===== src/hw/rtl/vscfc_pkg.sv =====
package vscfc_pkg;

   localparam int VOXEL_W      = 8;
   localparam int SIZE_W       = 9;
   localparam int LEAK_W       = 32;
   localparam int FACE_W       = 26;
   localparam int NEW_W        = 2;
   localparam int LEAK_TOTAL_W = FACE_W + LEAK_W;
   localparam int CSR_DATA_W   = 32;
   localparam int CSR_INDEX_W  = 2;

   localparam logic [FACE_W-1:0] FACE_MAX = '1;

   typedef logic [CSR_INDEX_W-1:0] csr_index_type;

   localparam csr_index_type REG_SIZE_X        = 2'd0;
   localparam csr_index_type REG_SIZE_Y        = 2'd1;
   localparam csr_index_type REG_SIZE_Z        = 2'd2;
   localparam csr_index_type REG_LEAK_PER_FACE = 2'd3;

   // What the scan stage hands to the tally stage along with the ring reads.
   typedef struct packed {
      logic sand;
      logic prev_sand;
      logic chk_z;
      logic chk_y;
      logic chk_x;
      logic first;
      logic last;
   } voxel_info_type;

endpackage


===== src/hw/rtl/vscfc_tally.sv =====
module vscfc_tally (
   input  logic                                  clock,
   input  logic                                  reset,
   input  logic                                  s1_valid,
   input  vscfc_pkg::voxel_info_type             s1_info,
   input  logic                                  plane_bit,
   input  logic                                  row_bit,
   input  logic [vscfc_pkg::LEAK_W-1:0]          leak_per_face,
   output logic                                  s1_take_ready,
   output logic                                  rsp_valid,
   input  logic                                  rsp_ready,
   output logic                                  rsp_is_sand,
   output logic [vscfc_pkg::NEW_W-1:0]           rsp_new_faces,
   output logic [vscfc_pkg::FACE_W-1:0]          rsp_face_total,
   output logic [vscfc_pkg::LEAK_TOTAL_W-1:0]    rsp_leak_total,
   output logic                                  rsp_last
);
   import vscfc_pkg::*;

   logic                    en2, en3, move1, move2;
   logic [NEW_W-1:0]        nf;
   logic [FACE_W-1:0]       base;
   logic [FACE_W:0]         sum;
   logic [FACE_W-1:0]       total;

   logic                    v2_ff;
   logic                    sand2_ff;
   logic [NEW_W-1:0]        nf2_ff;
   logic [FACE_W-1:0]       total2_ff;
   logic                    last2_ff;

   logic                    v3_ff;
   logic                    sand3_ff;
   logic [NEW_W-1:0]        nf3_ff;
   logic [FACE_W-1:0]       total3_ff;
   logic [LEAK_TOTAL_W-1:0] leak3_ff;
   logic                    last3_ff;

   assign en3           = !v3_ff || rsp_ready;
   assign en2           = !v2_ff || en3;
   assign s1_take_ready = en2;
   assign move1         = s1_valid && en2;
   assign move2         = v2_ff && en3;

   assign nf = NEW_W'(s1_info.chk_z && (s1_info.sand ^ s1_info.prev_sand))
             + NEW_W'(s1_info.chk_y && (s1_info.sand ^ row_bit))
             + NEW_W'(s1_info.chk_x && (s1_info.sand ^ plane_bit));

   // total2_ff doubles as the running count; the first voxel starts it over
   assign base  = s1_info.first ? '0 : total2_ff;
   assign sum   = {1'b0, base} + (FACE_W + 1)'(nf);
   assign total = sum[FACE_W] ? FACE_MAX : sum[FACE_W-1:0];

   always_ff @(posedge clock) begin
      if (reset) begin
         v2_ff <= 1'b0;
         v3_ff <= 1'b0;
      end else begin
         if (en2) begin
            v2_ff <= s1_valid;
         end
         if (en3) begin
            v3_ff <= v2_ff;
         end
      end
      if (move1) begin
         sand2_ff  <= s1_info.sand;
         nf2_ff    <= nf;
         total2_ff <= total;
         last2_ff  <= s1_info.last;
      end
      if (move2) begin
         sand3_ff  <= sand2_ff;
         nf3_ff    <= nf2_ff;
         total3_ff <= total2_ff;
         leak3_ff  <= LEAK_TOTAL_W'(total2_ff) * LEAK_TOTAL_W'(leak_per_face);
         last3_ff  <= last2_ff;
      end
   end

   assign rsp_valid      = v3_ff;
   assign rsp_is_sand    = sand3_ff;
   assign rsp_new_faces  = nf3_ff;
   assign rsp_face_total = total3_ff;
   assign rsp_leak_total = leak3_ff;
   assign rsp_last       = last3_ff;

endmodule


===== config.mk =====
export PLATFORM = sky130hd
export DESIGN_NAME = vscfc_tally
export DESIGN_NICKNAME = d
export VERILOG_FILES = /design/src/hw/rtl/vscfc_pkg.sv /design/src/hw/rtl/vscfc_tally.sv
export SDC_FILE = /design/constraint.sdc
export NUM_CORES = 2
export LEC_CHECK = 0
export ABC_CLOCK_PERIOD_IN_PS = 9800
export BUFFER_PORTS_ARGS = -buffer_cell sky130_fd_sc_hd__buf_2
export CORE_MARGIN = 4
export CORE_UTILIZATION = 50
export DETAILED_ROUTE_END_ITERATION = 7
export GPL_ROUTABILITY_DRIVEN = 1
export GPL_TIMING_DRIVEN = 0
export MAX_ROUTING_LAYER = met4
export PLACE_DENSITY = 0.73
export SYNTH_ARGS = -nofsm -noshare
export SYNTH_HDL_FRONTEND = slang
export SYNTH_SLANG_ARGS = --single-unit

===== constraint.sdc =====
create_clock -name clock -period 9.8 [get_ports clock]
set_input_delay 0 -clock clock [delete_from_list [all_inputs] [get_ports clock]]
set_output_delay 0 -clock clock [all_outputs]
set_load 0.05 [all_outputs]

==> flow_summary.yaml <==
logic_synthesis:
  ys_ff_latch: 120
  syn_area_um2: 31300
  avgSynthCellArea_um2: 9.47
  yosys_warnings: 0
  async_flop_share_pct: 0
  synth_edf_count: 118
  yosysTopAreaCell: "fa_1"
  synth.most_common_cell: "inv_1"
  yosys-top-cells-count: "inv_1, fa_1, nand2_1"
  syn_nets: 4267
  synth_cells: 3303
  synth_flop_cell: "edfxtp_1"
  ys_seq_area_share_pct: 11.5
  yosysUniqueCellTypes: 63
  yosysTopAreaCellShare_pct: 46.1
  synth_area_leaders: "fa_1, edfxtp_1, inv_1"
run:
  max-cap-violations: 0
layout:
  nFillCells: 5538
  multi_input_area_um2: 24100
  finalNetCount: 4428
  drive_above_1_share_pct: 5.38
  register_area_um2: 3580
  syn2layout_area_growth_pct: 7.87
global_routing:
  grt_max_degree: 36
  antenna_found_initial: 9
  grt_use_met3_pct: 7.34
  met1_usage_pct: 40.4
  met2_usage_pct: 51.4
  grt_pass1_wl_mm: 158
  grt_pass1_vias: 25163
  top_usage_layer: "met2"
  overflow: 0
  grt_use_total_pct: 33.4
clock_network:
  cts_made_buffers: 17
  cts_root_buf: "clkbuf_16"
  cts_resized: 0
  clk_latency_ns: 0.45
  clk_path_buf_depth: 2
  cts_tree: "built"
  cts_num_sinks: 120
  cts_htree_levels: 4
  cts_setup_buffers: 0
  clk_pin_slew_ns: 0.06
  hold_buffers: 6
die:
  ioPinCount: 135
  start_util_pct: 50.6
  die-area_um2: 66600
  die_w_um: 258
  die_h_um: 258
  core_area_um2: 61800
  row_count: 91
min_path:
  min_path_cells: 4
  min-delay-start: "s1_info[4]"
  hp-class: "in -> reg"
  hold_end: "nf2_ff[0]"
sta:
  relSlewSlack_pct: 13.5
  worst_slack_ns: 0.446
  fmax_mhz: 107
  finalCritPeriodShare_pct: 95.4
  drv_slew: 0
  hold_viol: 0
  finalSetupViolCount: 0
  setup_tns_ns: 0
  rsz0062_at_grt: "false"
  worstMarginPinSlew_ns: 1.30
  fin_crit_ns: 9.35
  finClkSkew_ns: 0.0139
critical_path:
  critPathMaxFanout: 10
  cp_data_required_time_ns: 9.98
  rrSetupSlack_ns: 0.45
  r2r-start: "total2_ff[17]"
  worst_r2r_endpoint: "rsp_leak_total[56]"
  cp-start-kind: "flip-flop"
  r2r_cells: 26
  crit_type: "reg -> reg"
  end_kind: "flip-flop"
  critPathArrivalTime_ns: 9.54
placed_design:
  numPortBuffers: 134
  pre_cts_ws_ns: 0.631
  dp_hpwl_mm: 85.6
  gp_congestion: 1.05
drt:
  dr_total_vias: 23830
  antenna_left: 0
  drcViolationCount: 0
  post_drt_wl_per_cell_um: 24.2
  drtIter0Drc: 2078
  routed_wirelength_mm: 105
  viasPerCell: 5.51
  dr.pass1.iters: 7
status:
  status: "complete, no violations"
[cell families after synthesis]
family | after synthesis | share of synthesized area (%)
xor+xnor | 79 | 2.21
mux | 2 | 0.0640
fa+ha+maj | 919 | 54.0
flops | 120 | 11.5
simple gates | 1029 | 16.7
compound gates | 203 | 4.12
buf+inv | 951 | 11.4
[registers in the layout, indices dropped and copies added, names as in the netlist]
name / count
total2_ff: 26
rsp_last: 1
last2_ff: 1
nf2_ff: 2
rsp_is_sand: 1
rsp_face_total: 26
rsp_new_faces: 2
sand2_ff: 1
rsp_leak_total: 58
v2_ff: 1
rsp_valid: 1
[worst max-delay path by stage]
| stage | from | endpoint | depth (start not counted) |
|---|---|---|---|
| floorplan | total2_ff[12] | rsp_leak_total[57] | 24 |
| global placement | total2_ff[12] | rsp_leak_total[56] | 24 |
| detailed placement | total2_ff[10] | rsp_leak_total[56] | 25 |
| CTS | total2_ff[10] | rsp_leak_total[56] | 25 |
| global route | total2_ff[17] | rsp_leak_total[56] | 26 |
| finish | total2_ff[17] | rsp_leak_total[56] | 26 |
[routing by layer]
layer	vias to the layer above	wire, um
li1	10026	-
met1	12121	37700
met2	1304	48000
met3	379	10700
met4	0	8290
met5	-	0
[critical path: stages (launching register included)]
cell	delay, ns
edfxtp_1	0.35
clkbuf_1	0.68
clkbuf_1	0.77
nand2_1	0.18
fa_1	0.64
inv_1	0.07
fa_1	0.50
inv_1	0.05
fa_1	0.55
inv_1	0.08
fa_1	0.40
fa_1	0.46
fa_1	0.54
inv_1	0.05
fa_1	0.51
inv_1	0.10
ha_1	0.13
clkbuf_1	0.42
nand4_1	0.21
nand2b_1	0.18
o22ai_1	0.35
nor3_1	0.11
a21oi_1	0.47
o21ai_1	0.32
o41ai_2	0.55
o221ai_1	0.24
xnor2_1	0.17
[stage by stage]
stage	utilization, %	cells	instance area [um2]	hold slack [ns]
floorplan	-	3303	31300	0.0724
global placement	53.4	4274	33000	0.176
detailed placement	53.5	4276	33100	0.179
CTS	54.5	4314	33700	0.0859
global route	54.6	4317	33700	0.128
finish	54.6	4326	33800	0.107
[cells in the final DEF, fill, tap and decap left out, types with 40 or more instances in the layout]
master    count
a21oi_1      69
and2_1      443
buf_2       137
clkbuf_1    181
edfxtp_1    118
fa_1        720
ha_1        199
inv_1       765
nand2_1     449
nor2_1       42
o21ai_0      40
xnor2_1      52
[final cells by class]
| class | count | share of cell area [%] |
|---|---|---|
| Multi-Input combinational cell | 2232 | 71.5 |
| Clock buffer | 22 | 1.38 |
| Sequential cell | 120 | 10.6 |
| Timing Repair Buffer | 142 | 2.28 |
| Tap cell | 837 | 3.10 |
| Clock inverter | 10 | 0.423 |
| Buffer | 186 | 2.08 |
| Antenna cell | 12 | 0.0890 |
| Inverter | 765 | 8.51 |
Power is left out: the tool's default activity adds up to more than one toggle a clock period on the data nets, which glitch-free logic cannot reach.
