--- config.mk ---
export PLATFORM = sky130hd
export DESIGN_NAME = vscfc_ram
export DESIGN_NICKNAME = d
export VERILOG_FILES = /design/src/hw/rtl/vscfc_ram.sv
export SDC_FILE = /design/constraint.sdc
export NUM_CORES = 1
export LEC_CHECK = 0
export BUFFER_PORTS_ARGS = -buffer_cell sky130_fd_sc_hd__buf_2
export CORE_ASPECT_RATIO = 0.6
export CORE_MARGIN = 1.5
export CORE_UTILIZATION = 30
export CTS_CLUSTER_SIZE = 8
export DETAILED_ROUTE_END_ITERATION = 10
export GPL_ROUTABILITY_DRIVEN = 0
export PLACE_DENSITY = 0.55
export SYNTH_ARGS = -nofsm -noshare
export SYNTH_HDL_FRONTEND = slang
export SYNTH_SLANG_ARGS = --single-unit
--- constraint.sdc ---
create_clock -name clock -period 2.4 [get_ports clock]
set_clock_uncertainty 0.05 [all_clocks]
set_input_delay 0.12 -clock clock [delete_from_list [all_inputs] [get_ports clock]]
set_output_delay 0.12 -clock clock [all_outputs]
set_load 0.02 [all_outputs]
--- src/hw/rtl/vscfc_ram.sv ---
module vscfc_ram #(
   parameter int WIDTH = 1,
   parameter int DEPTH = 256
) (
   input  logic                     clock,
   input  logic                     we,
   input  logic [$clog2(DEPTH)-1:0] waddr,
   input  logic [WIDTH-1:0]         wdata,
   input  logic                     re,
   input  logic [$clog2(DEPTH)-1:0] raddr,
   output logic [WIDTH-1:0]         rdata
);

   logic [WIDTH-1:0] mem_ff [DEPTH];
   logic [WIDTH-1:0] rdata_ff;

   // read-first: a read and a write of one address at one edge return the old data
   always_ff @(posedge clock) begin
      if (we) begin
         mem_ff[waddr] <= wdata;
      end
      if (re) begin
         rdata_ff <= mem_ff[raddr];
      end
   end

   assign rdata = rdata_ff;

endmodule

==> impl_metrics.tcl, run 1 <==
set metrics [dict create \
    status "complete, no violations" \
    internal-power_mw 7.99 \
    drc 0 \
    ys_ff_latch 257 \
    die_area_sq_um 38300 \
    num-fill-cells 3532 \
    regToRegStartpoint "mem_ff[42]" \
    seq_area_frac_synth 0.693 \
    reg2reg_depth 6 \
    peakVddDrop_uv 455 \
    drt-pass1-iter-count 5 \
    setup_tns_ps 0 \
    cts.htree.levels 2 \
    criticalPathCategory "reg -> reg" \
    grt_max_degree 81 \
    min_from "raddr[7]" \
    hold_depth 3 \
    ys_types 34 \
    areaGrowthSynthToFinish_pct 18.8 \
    switching_share 0.218 \
    fmax_mhz 417 \
    power.switching_mw 2.23 \
    initial_core_util 0.305 \
    clock-sinks 257 \
    setup_viol 0 \
    io_buffers 20 \
    cts_made_buffers 38 \
    critPathArrivalTime_ps 2600 \
    die_w_um 252 \
    async_flop_share 0 \
    setup_slack_ps 3.68 \
    worst_pin_slew_ps 926 \
    coreArea_sq_um 36500 \
    avgSynthCellArea_sq_um 14.1 \
    hold_viol_final 0 \
    final_util 0.363 \
    synth_edf_count 257 \
    start_kind "flop" \
    rows 54 \
    wl_per_cell_um 21.5 \
    antenna_found_initial 0 \
    clk_latency_ps 530 \
    final_nets 881 \
    ant_nets 0 \
    cts_buffer_depth 3 \
    total_power_mw 10.2 \
    rsz0062_at_grt "false" \
    power_frac_clock 0.457 \
    min_period_ps 2400 \
    cts_root_buf "clkbuf_16" \
    rrSetupSlack_ps 4 \
    vias 6913 \
    hold_class "in -> reg" \
    drive_above_1_share 0.204 \
    yosysWarnings 0 \
    grt_pass1_wl_um 43400 \
    synth_nets 808 \
    p_comb_frac 0.058 \
    drv_slew 0 \
    p_seq_frac 0.485 \
    startpoint "mem_ff[42]" \
    hpwl_um 18000 \
    ys.flop_type "edfxtp_1" \
    grt.total_usage 0.152 \
    grt_pass1_vias 6698 \
    wl_um 28800 \
    die_h_um 152 \
    cp_max_fo 1 \
    holdWs_ps 84.2 \
    p_leak_nw 4.15 \
    num_antenna_cells 0 \
    clk_pin_slew_ps 50 \
    viasPerCell 5.16 \
    dr.first_iter.drc_count 630 \
    pin_count 21 \
    grt_overflow 0 \
    syn_area_sq_um 11100 \
    crit_required_ps 2600 \
    syn_inst 788 \
    end_kind "flop" \
    post-route-period-util 0.998 \
    cts_tree "built" \
    cap_violations 0 \
    p_per_area_nw_per_um2 773 \
    place_ws_ps -245 \
    max-slew-margin-rel 0.366 \
]
==> worst paths after layout <==
check | endpoint
setup reg to reg | rdata
hold reg to reg | rdata
setup / recovery | rdata
hold / removal | rdata
==> through the flow <==
step,std cells,area (sq um)
6_report,1340,13200
3_5_place_dp,1295,12200
4_1_cts,1340,13200
5_1_grt,1340,13200
3_3_place_gp,1295,12200
2_1_floorplan,788,11100
==> registers in the layout (all words and copies together), names as in the netlist <==
name and flops:
rdata 1, mem_ff 256
==> worst max-delay path, cell delays in order, from the launching register on <==
cell,delay [ps]
edfxtp_1,370
mux4_2,490
a22oi_1,420
a2111oi_0,290
a311oi_1,310
buf_4,150
a22oi_1,70
==> cells in the final DEF, fill, tap and decap left out, types with 6 or more instances in the layout <==
cell	count
a22o_1	6
a22oi_1	8
buf_12	9
buf_2	17
buf_4	60
clkbuf_16	38
edfxtp_1	257
mux2i_1	50
mux4_2	42
nand2_1	23
nand3_1	12
nor2_1	268
nor2b_1	9
o22ai_1	23
==> kinds of logic (layout without fill, tap and decap cells) <==
logic type,count (synthesis),after routing,synth area share
simple gates,330,330,0.119
flops,257,257,0.693
mux,94,94,0.132
buf+inv,57,133,0.0249
compound gates,50,50,0.0311
==> timing repair <==
action,in CTS,in global routing
gates resized for setup,2,3
endpoints found under the setup margin,1,1
hold buffers,2,0
setup buffers,0,0
hold endpoints to repair,52,0
==> cell usage after synthesis (2+ instances only) <==
library cell | number | area share
buf_2 | 6 | 0.0027
a31oi_1 | 3 | 0.0017
a22o_1 | 6 | 0.0047
nor4_1 | 5 | 0.0028
a2111oi_0 | 2 | 0.0016
a22oi_1 | 8 | 0.0054
nor3_1 | 3 | 0.0013
buf_4 | 5 | 0.0034
a21oi_1 | 2 | 0.00090
nand3_1 | 12 | 0.0054
clkbuf_1 | 39 | 0.013
nor2_1 | 268 | 0.090
nand3b_1 | 3 | 0.0020
mux4_2 | 42 | 0.085
buf_6 | 5 | 0.0051
a311oi_1 | 2 | 0.0016
o21ai_0 | 2 | 0.00090
edfxtp_1 | 257 | 0.69
nor2b_1 | 9 | 0.0051
mux2i_1 | 51 | 0.046
o22ai_1 | 23 | 0.013
nand2_1 | 23 | 0.0078
==> routing by layer <==
| metal | GRT usage | routed length, um |
|---|---|---|
| met5 | 0 | 0 |
| met4 | 0.0295 | 313 |
| met3 | 0.0376 | 2420 |
| met2 | 0.198 | 11400 |
| met1 | 0.250 | 14700 |
==> area by class of cell <==
class | count | area, sq um | area share
well taps | 476 | 596 | 0.0450
repair buffers | 89 | 747 | 0.0564
inverters | 1 | 3.75 | 0.000284
multi-input cells | 474 | 3170 | 0.240
flip-flops and latches | 257 | 7720 | 0.583
clock inverters | 4 | 42.5 | 0.00321
clock buffers | 39 | 955 | 0.0721
==> power by group through the flow <==
stage	sequential [mW]	combinational, mW	clock [mW]
2_1_floorplan	5.05	0.293	0
3_3_place_gp	5.05	0.575	0
3_5_place_dp	5.05	0.579	0
4_1_cts	4.96	0.585	4.76
5_1_grt	4.96	0.632	4.91
6_report	4.96	0.590	4.67
Power figures use the tool's default switching activity.
==> run 2: changes to the inputs <==
Settings changed: PLACE_DENSITY 0.55 to 0.57.
Clock period 2.4 ns to 2.2 ns, I/O delays scaled along.
==> impl_metrics.tcl, run 2 (synthesis gave the netlist of run 1 again) <==
set metrics [dict create \
    status "finished, violations left" \
    violations "setup timing" \
    wl_per_cell_um 21.9 \
    clk_latency_ps 520 \
    post-cts-setup-buffers 0 \
    start_kind "flop" \
    drt-pass1-iter-count 5 \
    viasPerCell 5.18 \
    crit_required_ps 2400 \
    rows 54 \
    total_power_mw 11.3 \
    path_delay_family "compound AO/OA/AOI/OAI gates" \
    setup_slack_ps -31.6 \
    pin_count 21 \
    cp_cell_sequence "mux4_2 > a22oi_1 > a31oi_1 > a311oi_2 > a22oi_1" \
    crit_slowest_cell "mux4_2" \
    fmax_mhz 448 \
    dr.first_iter.drc_count 819 \
    clock-sinks 257 \
    place_ws_ps -331 \
    die_h_um 152 \
    grt_pass1_wl_um 44700 \
    criticalPathCategory "reg -> reg" \
    num_antenna_cells 0 \
    max-slew-margin-rel 0.500 \
    drv_slew 0 \
    cts_buffer_depth 3 \
    cap_violations 0 \
    p_leak_nw 4.24 \
    cp_max_fo 1 \
    crit_top_cell "a22oi_1" \
    largest_reg_flops 256 \
    regMostFlops "mem_ff" \
    io_buffers 20 \
    dp_cells 1311 \
    num-fill-cells 3481 \
    setup_viol 1 \
    die_w_um 252 \
    hold_class "in -> reg" \
    post-route-period-util 1.01 \
    cts_root_buf "clkbuf_16" \
    worst_pin_slew_ps 748 \
    grt_overflow 0 \
    grt_max_degree 80 \
    initial_core_util 0.305 \
    end_kind "flop" \
    critPathBufInv 0 \
    layout_common_cells "nor2_1 (268), edfxtp_1 (257), buf_4 (76)" \
    cts.htree.levels 2 \
    clk_pin_slew_ps 50 \
    cts_tree "built" \
    multi_input_area_sq_um 3180 \
    critPathArrivalTime_ps 2440 \
    grt_pass1_vias 6951 \
    final_nets 896 \
    grt.total_usage 0.158 \
    vias 7013 \
    areaGrowthSynthToFinish_pct 20.3 \
    final_util 0.367 \
    peakVddDrop_uv 526 \
    hpwl_um 18800 \
    hold_viol_final 0 \
    coreArea_sq_um 36500 \
    register_area_sq_um 7720 \
    max_stage_delay_ps 470 \
    min_period_ps 2230 \
    antenna_found_initial 0 \
    final_common_cell "nor2_1" \
    drive_above_1_share 0.220 \
    ant_nets 0 \
    setup_tns_ps -31.6 \
    die_area_sq_um 38300 \
    p_per_area_nw_per_um2 846 \
    finalNonFillerCells 1355 \
    drc 0 \
    wl_um 29600 \
    rsz0062_at_grt "true" \
    cts_made_buffers 38 \
]
run 2: stage by stage:
stage	cell area, sq um	hold slack [ps]
6_report	13400	5.07
3_3_place_gp	12300	332
4_1_cts	13400	6.40
2_1_floorplan	11100	159
5_1_grt	13400	12.6
3_5_place_dp	12300	329
run 2: power breakdown:
group          internal [mW]  leakage [nW]  total (mW)  switching (mW)
clock network           3.25         0.511        5.25            2.00
registers               5.41          2.31        5.41         0.00496
logic                  0.263          1.42       0.662           0.399
run 2: layout make-up:
| type | instances | area share |
|---|---|---|
| flip-flops and latches | 257 | 0.576 |
| multi-input cells | 474 | 0.238 |
| clock buffers | 42 | 0.0769 |
| repair buffers | 104 | 0.0640 |
| well taps | 476 | 0.0445 |
| clock inverters | 1 | 0.000654 |
| inverters | 1 | 0.000280 |
run 2: worst register-to-register path: stages, from the launching register on:
cell	delay, ps
edfxtp_1	360
mux4_2	470
a22oi_1	400
a31oi_1	190
a311oi_2	360
a22oi_1	140
run 2: repair_timing:
action                     4_1_cts  5_1_grt
hold buffers                     1        0
hold endpoints to repair         1        0
setup endpoints to repair        1        1
pin swaps                        1        1
resized for setup                3        3
run 2: final timing paths:
kind | start | endpoint | slack, ps | cells after the start
worst max register to register | mem_ff[97] | rdata | -30 | 5
worst max-delay path | mem_ff[97] | rdata | -30 | 5
worst min register to register | mem_ff[177] | rdata | 1130 | 6
worst min-delay path | wdata | mem_ff[99] | 5 | 1
run 2: layer usage:
metal	global-route usage	vias to the layer above	share of wire
met3	0.0383	33	0.089
met5	0	-	0
met1	0.249	3639	0.49
li1	-	3074	-
met4	0.0353	0	0.012
met2	0.214	267	0.41
