===== src/hw/rtl/vscfc_pkg.sv =====
package vscfc_pkg;

   localparam int VOXEL_W      = 8;
   localparam int SIZE_W       = 9;
   localparam int LEAK_W       = 32;
   localparam int FACE_W       = 26;
   localparam int NEW_W        = 2;
   localparam int LEAK_TOTAL_W = FACE_W + LEAK_W;
   localparam int CSR_DATA_W   = 32;
   localparam int CSR_INDEX_W  = 2;

   localparam logic [FACE_W-1:0] FACE_MAX = '1;

   typedef logic [CSR_INDEX_W-1:0] csr_index_type;

   localparam csr_index_type REG_SIZE_X        = 2'd0;
   localparam csr_index_type REG_SIZE_Y        = 2'd1;
   localparam csr_index_type REG_SIZE_Z        = 2'd2;
   localparam csr_index_type REG_LEAK_PER_FACE = 2'd3;

   // What the scan stage hands to the tally stage along with the ring reads.
   typedef struct packed {
      logic sand;
      logic prev_sand;
      logic chk_z;
      logic chk_y;
      logic chk_x;
      logic first;
      logic last;
   } voxel_info_type;

endpackage


===== src/hw/rtl/vscfc_scan.sv =====
module vscfc_scan #(
   parameter int MAX_DIM = 256
) (
   input  logic                                clock,
   input  logic                                reset,
   input  logic                                csr_we,
   input  vscfc_pkg::csr_index_type            csr_index,
   input  logic [vscfc_pkg::CSR_DATA_W-1:0]    csr_wdata,
   input  logic                                req_valid,
   input  logic [vscfc_pkg::VOXEL_W-1:0]       req_voxel,
   output logic                                req_ready,
   output logic                                ring_access,
   output logic                                ring_wdata,
   output logic [$clog2(MAX_DIM*MAX_DIM)-1:0]  ring_addr,
   output logic [$clog2(MAX_DIM*MAX_DIM)-1:0]  row_raddr,
   input  logic                                s1_take_ready,
   output logic                                s1_valid,
   output vscfc_pkg::voxel_info_type           s1_info,
   output logic [vscfc_pkg::LEAK_W-1:0]        leak_per_face
);
   import vscfc_pkg::*;

   localparam int POS_W  = $clog2(MAX_DIM);
   localparam int DIM_W  = $clog2(MAX_DIM + 1);
   localparam int ADDR_W = $clog2(MAX_DIM * MAX_DIM);

   // out-of-range sizes clamp into 1..MAX_DIM
   function automatic logic [DIM_W-1:0] eff_size(input logic [SIZE_W-1:0] raw);
      logic [DIM_W-1:0] result;
      if (raw == '0) begin
         result = DIM_W'(1);
      end else if (32'(raw) > 32'(MAX_DIM)) begin
         result = DIM_W'(MAX_DIM);
      end else begin
         result = DIM_W'(raw);
      end
      return result;
   endfunction

   logic [DIM_W-1:0]  size_x_ff, size_x_in;
   logic [DIM_W-1:0]  size_y_ff, size_y_in;
   logic [DIM_W-1:0]  size_z_ff, size_z_in;
   logic [LEAK_W-1:0] leak_ff, leak_in;
   logic [POS_W-1:0]  pos_x_ff, pos_x_in;
   logic [POS_W-1:0]  pos_y_ff, pos_y_in;
   logic [POS_W-1:0]  pos_z_ff, pos_z_in;
   logic [ADDR_W-1:0] idx_ff, idx_in;
   logic              prev_sand_ff, prev_sand_in;
   logic              v1_ff, v1_in;
   voxel_info_type    info_ff, info_in;

   logic fire;
   logic sand;
   logic end_x, end_y, end_z;

   assign req_ready = !v1_ff || s1_take_ready;
   assign fire      = req_valid && req_ready;
   assign sand      = |req_voxel;

   assign end_z = (DIM_W'(pos_z_ff) + DIM_W'(1)) == size_z_ff;
   assign end_y = (DIM_W'(pos_y_ff) + DIM_W'(1)) == size_y_ff;
   assign end_x = (DIM_W'(pos_x_ff) + DIM_W'(1)) == size_x_ff;

   always_comb begin
      size_x_in    = size_x_ff;
      size_y_in    = size_y_ff;
      size_z_in    = size_z_ff;
      leak_in      = leak_ff;
      pos_x_in     = pos_x_ff;
      pos_y_in     = pos_y_ff;
      pos_z_in     = pos_z_ff;
      idx_in       = idx_ff;
      prev_sand_in = prev_sand_ff;
      info_in      = info_ff;
      v1_in        = v1_ff;

      if (fire) begin
         v1_in = 1'b1;
      end else if (s1_take_ready) begin
         v1_in = 1'b0;
      end

      if (fire) begin
         info_in.sand      = sand;
         info_in.prev_sand = prev_sand_ff;
         info_in.chk_z     = pos_z_ff != '0;
         info_in.chk_y     = pos_y_ff != '0;
         info_in.chk_x     = pos_x_ff != '0;
         info_in.first     = (pos_x_ff == '0) && (pos_y_ff == '0) && (pos_z_ff == '0);
         info_in.last      = end_x && end_y && end_z;
         prev_sand_in      = sand;

         if (!end_z) begin
            pos_z_in = pos_z_ff + POS_W'(1);
         end else begin
            pos_z_in = '0;
            if (!end_y) begin
               pos_y_in = pos_y_ff + POS_W'(1);
            end else begin
               pos_y_in = '0;
               pos_x_in = end_x ? '0 : pos_x_ff + POS_W'(1);
            end
         end
         // ring address runs linearly through one plane
         idx_in = (end_z && end_y) ? '0 : idx_ff + ADDR_W'(1);
      end

      if (csr_we) begin
         unique case (csr_index)
            REG_SIZE_X: begin
               size_x_in = eff_size(csr_wdata[SIZE_W-1:0]);
            end
            REG_SIZE_Y: begin
               size_y_in = eff_size(csr_wdata[SIZE_W-1:0]);
            end
            REG_SIZE_Z: begin
               size_z_in = eff_size(csr_wdata[SIZE_W-1:0]);
            end
            REG_LEAK_PER_FACE: begin
               leak_in = csr_wdata[LEAK_W-1:0];
            end
         endcase
         if (csr_index != REG_LEAK_PER_FACE) begin
            pos_x_in = '0;
            pos_y_in = '0;
            pos_z_in = '0;
            idx_in   = '0;
         end
      end
   end

   always_ff @(posedge clock) begin
      if (reset) begin
         size_x_ff <= DIM_W'(1);
         size_y_ff <= DIM_W'(1);
         size_z_ff <= DIM_W'(1);
         leak_ff   <= '0;
         pos_x_ff  <= '0;
         pos_y_ff  <= '0;
         pos_z_ff  <= '0;
         idx_ff    <= '0;
         v1_ff     <= 1'b0;
      end else begin
         size_x_ff <= size_x_in;
         size_y_ff <= size_y_in;
         size_z_ff <= size_z_in;
         leak_ff   <= leak_in;
         pos_x_ff  <= pos_x_in;
         pos_y_ff  <= pos_y_in;
         pos_z_ff  <= pos_z_in;
         idx_ff    <= idx_in;
         v1_ff     <= v1_in;
      end
      prev_sand_ff <= prev_sand_in;
      info_ff      <= info_in;
   end

   // the sand bit goes into the ring at accept; the previous plane's bit at the
   // same address comes back through the read-first port
   assign ring_access   = fire;
   assign ring_wdata    = sand;
   assign ring_addr     = idx_ff;
   assign row_raddr     = idx_ff - ADDR_W'(size_z_ff);
   assign s1_valid      = v1_ff;
   assign s1_info       = info_ff;
   assign leak_per_face = leak_ff;

endmodule


===== config.mk =====
export PLATFORM = sky130hd
export DESIGN_NAME = vscfc_scan
export DESIGN_NICKNAME = d
export VERILOG_FILES = /design/src/hw/rtl/vscfc_pkg.sv /design/src/hw/rtl/vscfc_scan.sv
export SDC_FILE = /design/constraint.sdc
export NUM_CORES = 1
export LEC_CHECK = 0
export BUFFER_PORTS_ARGS = -buffer_cell sky130_fd_sc_hd__buf_2
export CORE_UTILIZATION = 55
export DETAILED_ROUTE_END_ITERATION = 16
export HOLD_SLACK_MARGIN = 0.15
export PLACE_DENSITY = 0.8
export SYNTH_ARGS = -nofsm -noshare
export SYNTH_HDL_FRONTEND = slang
export SYNTH_SLANG_ARGS = --single-unit

===== constraint.sdc =====
create_clock -name clock -period 3.45 [get_ports clock]
set_input_delay 0.1725 -clock clock [delete_from_list [all_inputs] [get_ports clock]]
set_output_delay 0.1725 -clock clock [all_outputs]
set_load 0.01 [all_outputs]

==> results of run 1 <==
## cell families (layout without fill, tap and decap cells)
kind of cell | count (synthesis) | count (layout) | synth area share (%)
buf+inv | 81 | 207 | 5.78
xor+xnor | 51 | 51 | 7.51
compound gates | 161 | 161 | 17.2
simple gates | 344 | 344 | 28.1
mux | 2 | 2 | 0.337
flops | 107 | 107 | 37.2
fa+ha+maj | 18 | 18 | 3.87
## stage by stage
step	area (sq um)	cells	hold WS (ns)	total power (uW)	util [%]
final	7110	1026	0.251	2600	68.3
after global routing	7110	1026	0.261	2700	68.3
after CTS	7110	1026	0.224	2600	68.3
after detailed placement	6530	973	0.421	1750	62.7
after global placement	6530	973	0.412	1740	62.7
after floorplan	5950	764	0.302	1620	-
## Yosys cell counts (5+ instances only)
cell type	n	area, sq um
nand2_1	164	616
dfxtp_1	100	2000
a21oi_1	78	390
nor2_1	44	165
clkbuf_1	34	128
xor2_1	28	245
inv_1	27	101
nand3_1	26	130
xnor2_1	23	201
o21ai_0	21	105
ha_1	16	200
nor3_1	15	75.1
buf_2	14	70.1
nor2b_1	14	87.6
nor4_1	12	75.1
and3_1	9	56.3
nand4_1	9	56.3
or3_1	9	56.3
a211oi_2	7	87.6
edfxtp_1	7	210
o22ai_1	7	43.8
or4_1	7	52.6
a21o_1	5	37.5
a2bb2oi_1	5	43.8
a32o_1	5	50.1
## registers in the layout, summed over array words and instances (netlist names), 7 cells and up
register       count
pos_z_ff           8
size_y_ff          9
size_x_ff          9
size_z_ff          9
leak_per_face     32
ring_addr         16
pos_y_ff           8
pos_x_ff           8
s1_info            7
## where the power goes
part | internal [uW] | total, uW | switching [uW]
combinational | 188 | 465 | 277
clock | 402 | 829 | 427
sequential | 1280 | 1300 | 23.0
## worst max-delay path by stage
stage | end | slack (ns) | depth (start not counted)
global route | row_raddr[13] | 0.03 | 10
CTS | row_raddr[15] | 0.34 | 10
global placement | pos_x_ff[6] | 0.70 | 8
floorplan | ring_addr[0] | 0.94 | 9
finish | row_raddr[15] | 0.31 | 10
detailed placement | pos_x_ff[6] | 0.58 | 8
## worst max-delay path, cell delays in order, from the launching register on
cell	delay (ns)
dfxtp_1	0.47
inv_1	0.08
ha_1	0.27
nor2b_1	0.12
o21ai_0	0.11
a21boi_0	0.24
o21ai_0	0.13
a211oi_1	0.59
o21ai_0	0.26
xor2_1	0.18
buf_2	0.15
## metal layers
metal | global-route usage, % | wire, microns | up-vias | share of wire [%]
met2 | 46.7 | 7360 | 279 | 47
met3 | 6.13 | 1460 | 21 | 9.3
met5 | 0 | 0 | - | 0
met1 | 37.5 | 6770 | 2812 | 43
met4 | 8.63 | 192 | 0 | 1.2
li1 | - | - | 2883 | -
## what timing repair did
item	CTS	global route
gates resized for setup	0	0
hold buffers	37	0
hold endpoints to repair	36	0
## layout make-up
type / instances / area (sq um) / share of cell area, %
clock buffer: 13 / 170 / 2.39
clock inverter: 3 / 43.8 / 0.616
inverter: 27 / 101 / 1.43
multi-input combinational: 576 / 3390 / 47.7
sequential: 107 / 2210 / 31.1
tap: 136 / 170 / 2.39
timing repair buffer: 164 / 1020 / 14.4
==> results.md, run 1 <==
- Die Height: 106 microns
- Period utilization: 90.9%
- Nets: 949
- Hold Crit Class: input port to flop
- Synth Net Count: 828
- CP Launch Point: size_z_ff[1]
- Chip Width: 106 microns
- CTS Sinks: 107
- Post-Syn Instances: 764
- Iteration-0 DRC Markers: 459
- Max-slew violations: 0
- I/O Buffers: 121
- Max-Cap Viols: 0
- CTS H-tree depth: 3
- WS Path Type: flop to output pin
- Synth-to-Final Area Change: 19.5%
- Total gr overflow: 0
- DRT Pass-1 Iters: 5
- Most common cell after layout, fill and taps aside: nand2_1
- Routed vias/inst: 5.84
- FF+latch count, synth: 107
- Share of cells above drive strength 1: 17.9%
- Post-synth EDFFs: 7
- Seq/Total Area, Yosys: 37.2%
- Worst path arrival time: 2.96 ns
- Worst Hold Depth: 4
- Filler instances: 833
- Hold Path End: size_z_ff[2]
- # diodes: 0
- Rows: 37
- Final Hold Fails: 0
- Clock Skew: 0.00765 ns
- Fmax: 319 MHz
- Tightest Pin Transition: 1.16 ns
- Max VDD drop: 0.238 mV
- Reg2reg start: pos_y_ff[0]
- Slew margin rel.: 22.1%
- Run status: finished clean
- P per Cell Area: 365 nW/um^2
- Most frequent cells in the layout: nand2_1 (164), buf_2 (121), dfxtp_1 (100)
- Max clock buf depth: 2
- Pin count of the biggest net entering global routing: 62
- Starting Density: 57.1%
- Full die area: 11200 sq um
- RSZ-0062 raised after global routing: false
- Core Box Area: 10400 sq um
- Final WL: 15800 microns
- # DRC: 0
- Initial antenna violation count: 0
- FF-to-FF setup slack: 0.51 ns
- Avg Inst Size Synth: 7.79 sq um
- Root buffer cell: clkbuf_8
- Worst-path clk slew: 0.09 ns
- Total I/O pin count: 122
- Via count: 5995
- DP HPWL: 10800 microns
- Hold Startpoint: csr_index[0]
- WP data required: 3.28 ns
- R2R depth: 8
- Top FF cell, synth: dfxtp_1
- Total CTS buffers: 9
- CTS tree: yes
- Crit path max fanout: 5
- Crit start category: flop
- Final Setup Violations: 0
- Crit path capture type: output pin
- Total Routing Usage GR: 28.5%
- Gp weighted congestion: 0.940
- DR WL/cell: 15.4 microns
- Leakage Power: 0.00275 uW
- Post-Place Setup Slack: 0.576 ns
- First-pass GRT wire length: 25900 microns
- Postcts setup bufs: 0
- Worst-Skew Late Latency: 0.38 ns
- Tmin final: 3.14 ns
- Total negative slack: 0 ns
- Vias in the first global route: 5569
- Netlist Area Pre-Place: 5950 sq um
- Setup ws final: 0.313 ns
- Synth async-reset ratio: 0%
- Ys Warns: 0
- FF-to-FF End: pos_x_ff[6]
- Count of different cell masters after synthesis: 67
- Antenna viol nets, final: 0
Power figures use the tool's default switching activity.
==> run 2, diff against run 1 <==
--- a/config.mk
+++ b/config.mk
@@ -7,4 +7,5 @@
 export LEC_CHECK = 0
 export BUFFER_PORTS_ARGS = -buffer_cell sky130_fd_sc_hd__buf_2
+export CAP_MARGIN = 20
 export CORE_UTILIZATION = 55
 export DETAILED_ROUTE_END_ITERATION = 16
==> constraint.sdc (replaced) <==
create_clock -name clock -period 3.45 [get_ports clock]
set_input_delay 0.5175 -clock clock [delete_from_list [all_inputs] [get_ports clock]]
set_output_delay 0.5175 -clock clock [all_outputs]
set_load 0.01 [all_outputs]
==> run 2 against run 1 <==
  * Critical path type unchanged
  * Highest routed layer unchanged
  * Critical endpoint is now row_raddr[14]
  * Via count is 4.4% lower
  * Sequential cell count stayed put
  * Wire length is 9.8% lower
  * Setup slack worse by 0.10 ns
==> results.md, run 2 (same netlist as run 1, synthesis figures left out) <==
- Tmin final: 3.24 ns
- Met3 usage: 5.40%
- Total Routing Usage GR: 25.4%
- Crit start category: flop
- Total I/O pin count: 122
- Crit path max-delay cell type: fa_1
- Synth-to-Final Area Change: 13.5%
- # DRC: 0
- Critical path's top delay family: compound AO/OA/AOI/OAI gates
- Vias in the first global route: 5096
- Multi-input gate area: 3400 sq um
- Max-Cap Viols: 0
- Final cell count without fillers: 990
- Reg2reg start: pos_y_ff[0]
- Buf/Inv on CP: 2
- Total CTS buffers: 9
- Run status: finished clean
- Antenna viol nets, final: 0
- Slew margin rel.: 28.2%
- Final Hold Fails: 0
- Final Setup Violations: 0
- Crit path capture type: output pin
- Share of cells above drive strength 1: 19.2%
- FF-to-FF setup slack: 0.47 ns
- Total gr overflow: 0
- Die Height: 106 microns
- Worst-path clk slew: 0.11 ns
- Highest cell delay on the worst timing path: 0.42 ns
- Most used routing layer in global routing: met2
- Critical Path End: row_raddr[14]
- Max clock buf depth: 2
- Routed vias/inst: 5.79
- Nets: 913
- Global Route met2 Usage: 41.8%
- Seq. cell area: 2210 sq um
- DP Area: 6530 sq um
- RSZ-0062 raised after global routing: true
- Full die area: 11200 sq um
- Critical Path Stages: 11
- Leakage Power: 0.00260 uW
- DR WL/cell: 14.4 microns
- I/O Buffers: 121
- DP HPWL: 10400 microns
- Most common cell after layout, fill and taps aside: nand2_1
- Pin count of the biggest net entering global routing: 62
- Cells along the critical path: inv_1 > ha_1 > fa_1 > nor2b_1 > o21ai_0 > a21boi_1 > o21ai_0 > a21oi_2 > o21ai_0 > xor2_1 > buf_2
- Worst-Skew Late Latency: 0.37 ns
- Hold Crit Class: input port to flop
- Hold Startpoint: csr_wdata[29]
- Clock Skew: 0.0205 ns
- Post-Place Cells: 973
- Worst path arrival time: 2.72 ns
- Iteration-0 DRC Markers: 403
- Starting Density: 57.1%
- Max VDD drop: 0.262 mV
- Chip Width: 106 microns
- Core Box Area: 10400 sq um
- Most used cell, CP: o21ai_0
- CP Launch Point: ring_addr[0]
- First-pass GRT wire length: 23300 microns
- Gp weighted congestion: 0.843
- Total negative slack: 0 ns
- Hold_buf cts: 0
- Max reg flops: 32
- Initial antenna violation count: 0
- CTS tree: yes
- Via count: 5729
- Rows: 37
- Met1 usage: 33.2%
- Filler instances: 911
- Max-slew violations: 0
- DRT Pass-1 Iters: 5
- Postcts setup bufs: 0
- WS Path Type: flop to output pin
- Tightest Pin Transition: 1.08 ns
- CTS H-tree depth: 3
- P per Cell Area: 374 nW/um^2
- WP data required: 2.93 ns
- # diodes: 0
- Crit path max fanout: 6
- Design area: 6750 sq um
- Final WL: 14200 microns
- CTS Sinks: 107
- FF-to-FF End: pos_x_ff[6]
- Root buffer cell: clkbuf_8
- Most frequent cells in the layout: nand2_1 (164), buf_2 (121), dfxtp_1 (99)
- Fmax: 309 MHz
- R2R depth: 8
- Period utilization: 93.9%
## run 2: worst min-delay path by stage
stage                         to  slack (ns)  cells after the start
4_1_cts        leak_per_face[29]        0.37                      3
2_1_floorplan         s1_info[5]        0.43                      0
3_3_place_gp          s1_info[5]        0.44                      0
6_report       leak_per_face[29]        0.38                      3
5_1_grt        leak_per_face[10]        0.37                      3
3_5_place_dp   leak_per_face[16]        0.44                      2
## run 2: report_power, final
part	switching (uW)	total, uW	internal (uW)
logic	267	431	164
registers	22.0	1300	1280
clock network	427	788	360
total	717	2520	1800
## run 2: layout make-up
class                      count  share of cell area [%]
sequential                   107                    32.8
multi-input combinational    576                    50.4
timing repair buffer         128                    9.81
clock buffer                  11                    2.09
clock inverter                 5                   0.890
tap                          136                    2.52
inverter                      27                    1.50
## run 2: metrics by stage
step	utilization, %	power, uW	hold WS [ns]	setup slack, ns
finish	64.8	2520	0.384	0.209
CTS	64.6	2530	0.366	0.0180
global placement	62.7	1740	0.437	0.581
detailed placement	62.7	1750	0.445	0.443
floorplan	-	1620	0.428	0.739
global route	64.8	2630	0.370	-0.000481
## run 2: timing repair
item,4_1_cts,5_1_grt
endpoints found under the setup margin,0,8
hold endpoints to repair,0,0
gates resized for setup,0,5
## run 2: routing by layer
layer	vias to the layer above	share of wire (%)
met5	-	0
met1	2662	46
met2	236	45
met4	0	1.5
met3	14	6.9
li1	2817	-
## run 2: worst reg2reg max path: cells and delay by family, from the launching register on
family	cells	cell delay (ns)
and+or+nand+nor	4	1.52
AOI/OAI and AO/OA	3	0.54
DFF	1	0.46
adders and majority gates	1	0.38
==> run 3, diff against run 2 <==
- ABC_AREA: unset -> 1
==> run 3 against run 2 <==
  * Die area increased by 1.2%
  * Global-route usage increased by 0.17 points
  * Non-clock buffer count decreased by 1
  * Via count increased by 0.19%
  * Sequential share of layout area decreased by 0.81 points
  * Clock power increased by 2%
  * Synthesized cell count increased by 13%
  * Fmax increased by 1.7%
  * Final area increased by 2.5%
  * Highest routed layer unchanged
==> results.md, run 3 <==
- Max-slew violations: 0
- Total negative slack: 0 ns
- Crit path max-delay cell type: fa_1
- Run status: finished clean
- Tmin final: 3.19 ns
- Buf/Inv on CP: 2
- FF+latch count, synth: 107
- Gp weighted congestion: 0.857
- Root buffer cell: clkbuf_8
- Hold Crit Class: input port to flop
- # diodes: 0
- Crit start category: flop
- Max-Cap Viols: 0
- Chip Width: 107 microns
- Total Routing Usage GR: 25.5%
- Core Box Area: 10500 sq um
- CTS tree: yes
- Max Used Layer: met4
- RSZ-0062 raised after global routing: false
- Max VDD drop: 0.247 mV
- Dominant cells by area after synthesis: dfxtp_1 (33%), nand2_1 (11%), inv_1 (7.7%)
- Count of different cell masters after synthesis: 44
- Final WL: 14200 microns
- Synth-to-Final Area Change: 14.8%
- DRT Pass-1 Iters: 7
- Avg Inst Size Synth: 7.01 sq um
- P per Cell Area: 379 nW/um^2
- Via count: 5740
- # DRC: 0
- Crit path max fanout: 5
- Vias in the first global route: 5055
- Final Setup Violations: 0
- Initial antenna violation count: 0
- CP Launch Point: ring_addr[0]
- Clock Skew: 0.0203 ns
- Cell taking the most area after synthesis: dfxtp_1
- Area share of the largest cell type after synthesis: 33.2%
- Leakage Power: 0.00313 uW
- Hold Startpoint: reset
- Total CTS buffers: 9
- Post-synth top cells: nand2_1 (174), inv_1 (123), dfxtp_1 (100), a21oi_1 (86), nor2_1 (70)
- Routed vias/inst: 5.17
- Highest cell delay on the worst timing path: 0.41 ns
- Comb pwr share: 18.4%
- Wl on met1: 6670 microns
- Total I/O pin count: 122
- Full die area: 11400 sq um
- Antenna viol nets, final: 0
- DR WL/cell: 12.8 microns
- Crit path capture type: output pin
- Ys Warns: 0
- Max reg flops: 32
- I/O Buffers: 121
- CTS H-tree depth: 3
- Postcts setup bufs: 0
- Rows: 37
- Period utilization: 92.3%
- Tightest Pin Transition: 0.622 ns
- Worst path arrival time: 2.67 ns
- WP data required: 2.93 ns
- Max clock buf depth: 2
- Starting Density: 57.6%
- Share of cells above drive strength 1: 20.3%
- Seq pwr share: 50.9%
- Final Hold Fails: 0
- Met2 WL: 6460 microns
- Worst-Skew Late Latency: 0.39 ns
- Critical path's top delay family: adder cells
- Post-Syn Instances: 860
- Top FF cell, synth: dfxtp_1
- CTS Sinks: 107
- Pin count of the biggest net entering global routing: 65
- Most frequent cell after synthesis: nand2_1
- Power Internal: 1770 uW
- DP HPWL: 10500 microns
- First-pass GRT wire length: 23400 microns
- Worst-path clk slew: 0.13 ns
- Clock network power share: 30.7%
- Most used cell, CP: nand2_1
- Switching power: 846 uW
- Seq/Total Area, Yosys: 36.7%
- Most common cell after layout, fill and taps aside: nand2_1
- Cells along the critical path: inv_1 > ha_1 > fa_1 > o21ai_1 > nand2_1 > nand2_1 > a21oi_1 > o21ai_1 > nand2_1 > nand3_1 > nand2_1 > o21ai_0 > buf_2
- Post-synth EDFFs: 7
- Fmax: 314 MHz
- Netlist Area Pre-Place: 6020 sq um
- Synth async-reset ratio: 0%
- Nets: 1033
- Die Height: 107 microns
- Reg2reg start: pos_z_ff[0]
- WS Path Type: flop to output pin
- Sw Ratio: 32.3%
- Filler instances: 971
- Iteration-0 DRC Markers: 341
- Synth Net Count: 924
- WL met3: 909 microns
- Slew margin rel.: 58.2%
- Fin Hold WS: 0.389 ns
- Total gr overflow: 0
- Most frequent cells in the layout: nand2_1 (174), inv_1 (123), buf_2 (121)
run 3: final timing paths:
kind / to / slack, ns / depth (start not counted)
worst max-delay path: row_raddr[12] / 0.26 / 13
worst min-delay path: s1_valid / 0.39 / 2
worst max register to register: ring_addr[15] / 0.73 / 11
worst min register to register: leak_per_face[17] / 0.45 / 2
run 3: cell families after synthesis:
| group | after synthesis | synth area share [%] |
|---|---|---|
| compound gates | 162 | 14.2 |
| flops | 107 | 36.7 |
| fa+ha+maj | 17 | 3.66 |
| simple gates | 383 | 30.4 |
| buf+inv | 162 | 10.8 |
| xor+xnor | 29 | 4.22 |
run 3: power by group through the flow:
stage                     Combinational [uW]  Clock [uW]  Sequential (uW)
final                                    482         804             1330
after global routing                     542         864             1340
after CTS                                483         822             1330
after detailed placement                 481           0             1360
after global placement                   474           0             1360
after floorplan                          313           0             1370
run 3: timing repair:
action	in CTS	in global routing
gates resized for setup	0	3
hold buffers	0	0
endpoints found under the setup margin	0	5
run 3: through the flow:
step / total power, uW / cell area, sq um / instances / setup slack (ns) / utilization [%]
2_1_floorplan: 1680 / 6020 / 860 / 0.735 / -
3_3_place_gp: 1830 / 6700 / 1094 / 0.560 / 64.0
3_5_place_dp: 1840 / 6700 / 1094 / 0.509 / 64.0
4_1_cts: 2640 / 6920 / 1110 / 0.0798 / 66.1
5_1_grt: 2740 / 6920 / 1110 / 0.0600 / 66.1
6_report: 2620 / 6920 / 1110 / 0.265 / 66.1
run 3: per-layer routing:
| metal | vias up | global-route usage, % |
|---|---|---|
| li1 | 2993 | - |
| met1 | 2553 | 35.2 |
| met2 | 177 | 41.4 |
| met3 | 17 | 4.13 |
| met4 | 0 | 6.95 |
| met5 | - | 0 |
run 3: layout make-up:
type	instances	area, sq um	area share, %
Inverter	133	499	7.22
Clock buffer	9	124	1.79
Tap cell	136	170	2.46
Multi-Input combinational cell	591	3170	45.8
Sequential cell	107	2210	32.0
Timing Repair Buffer	127	651	9.41
Clock inverter	7	93.8	1.36
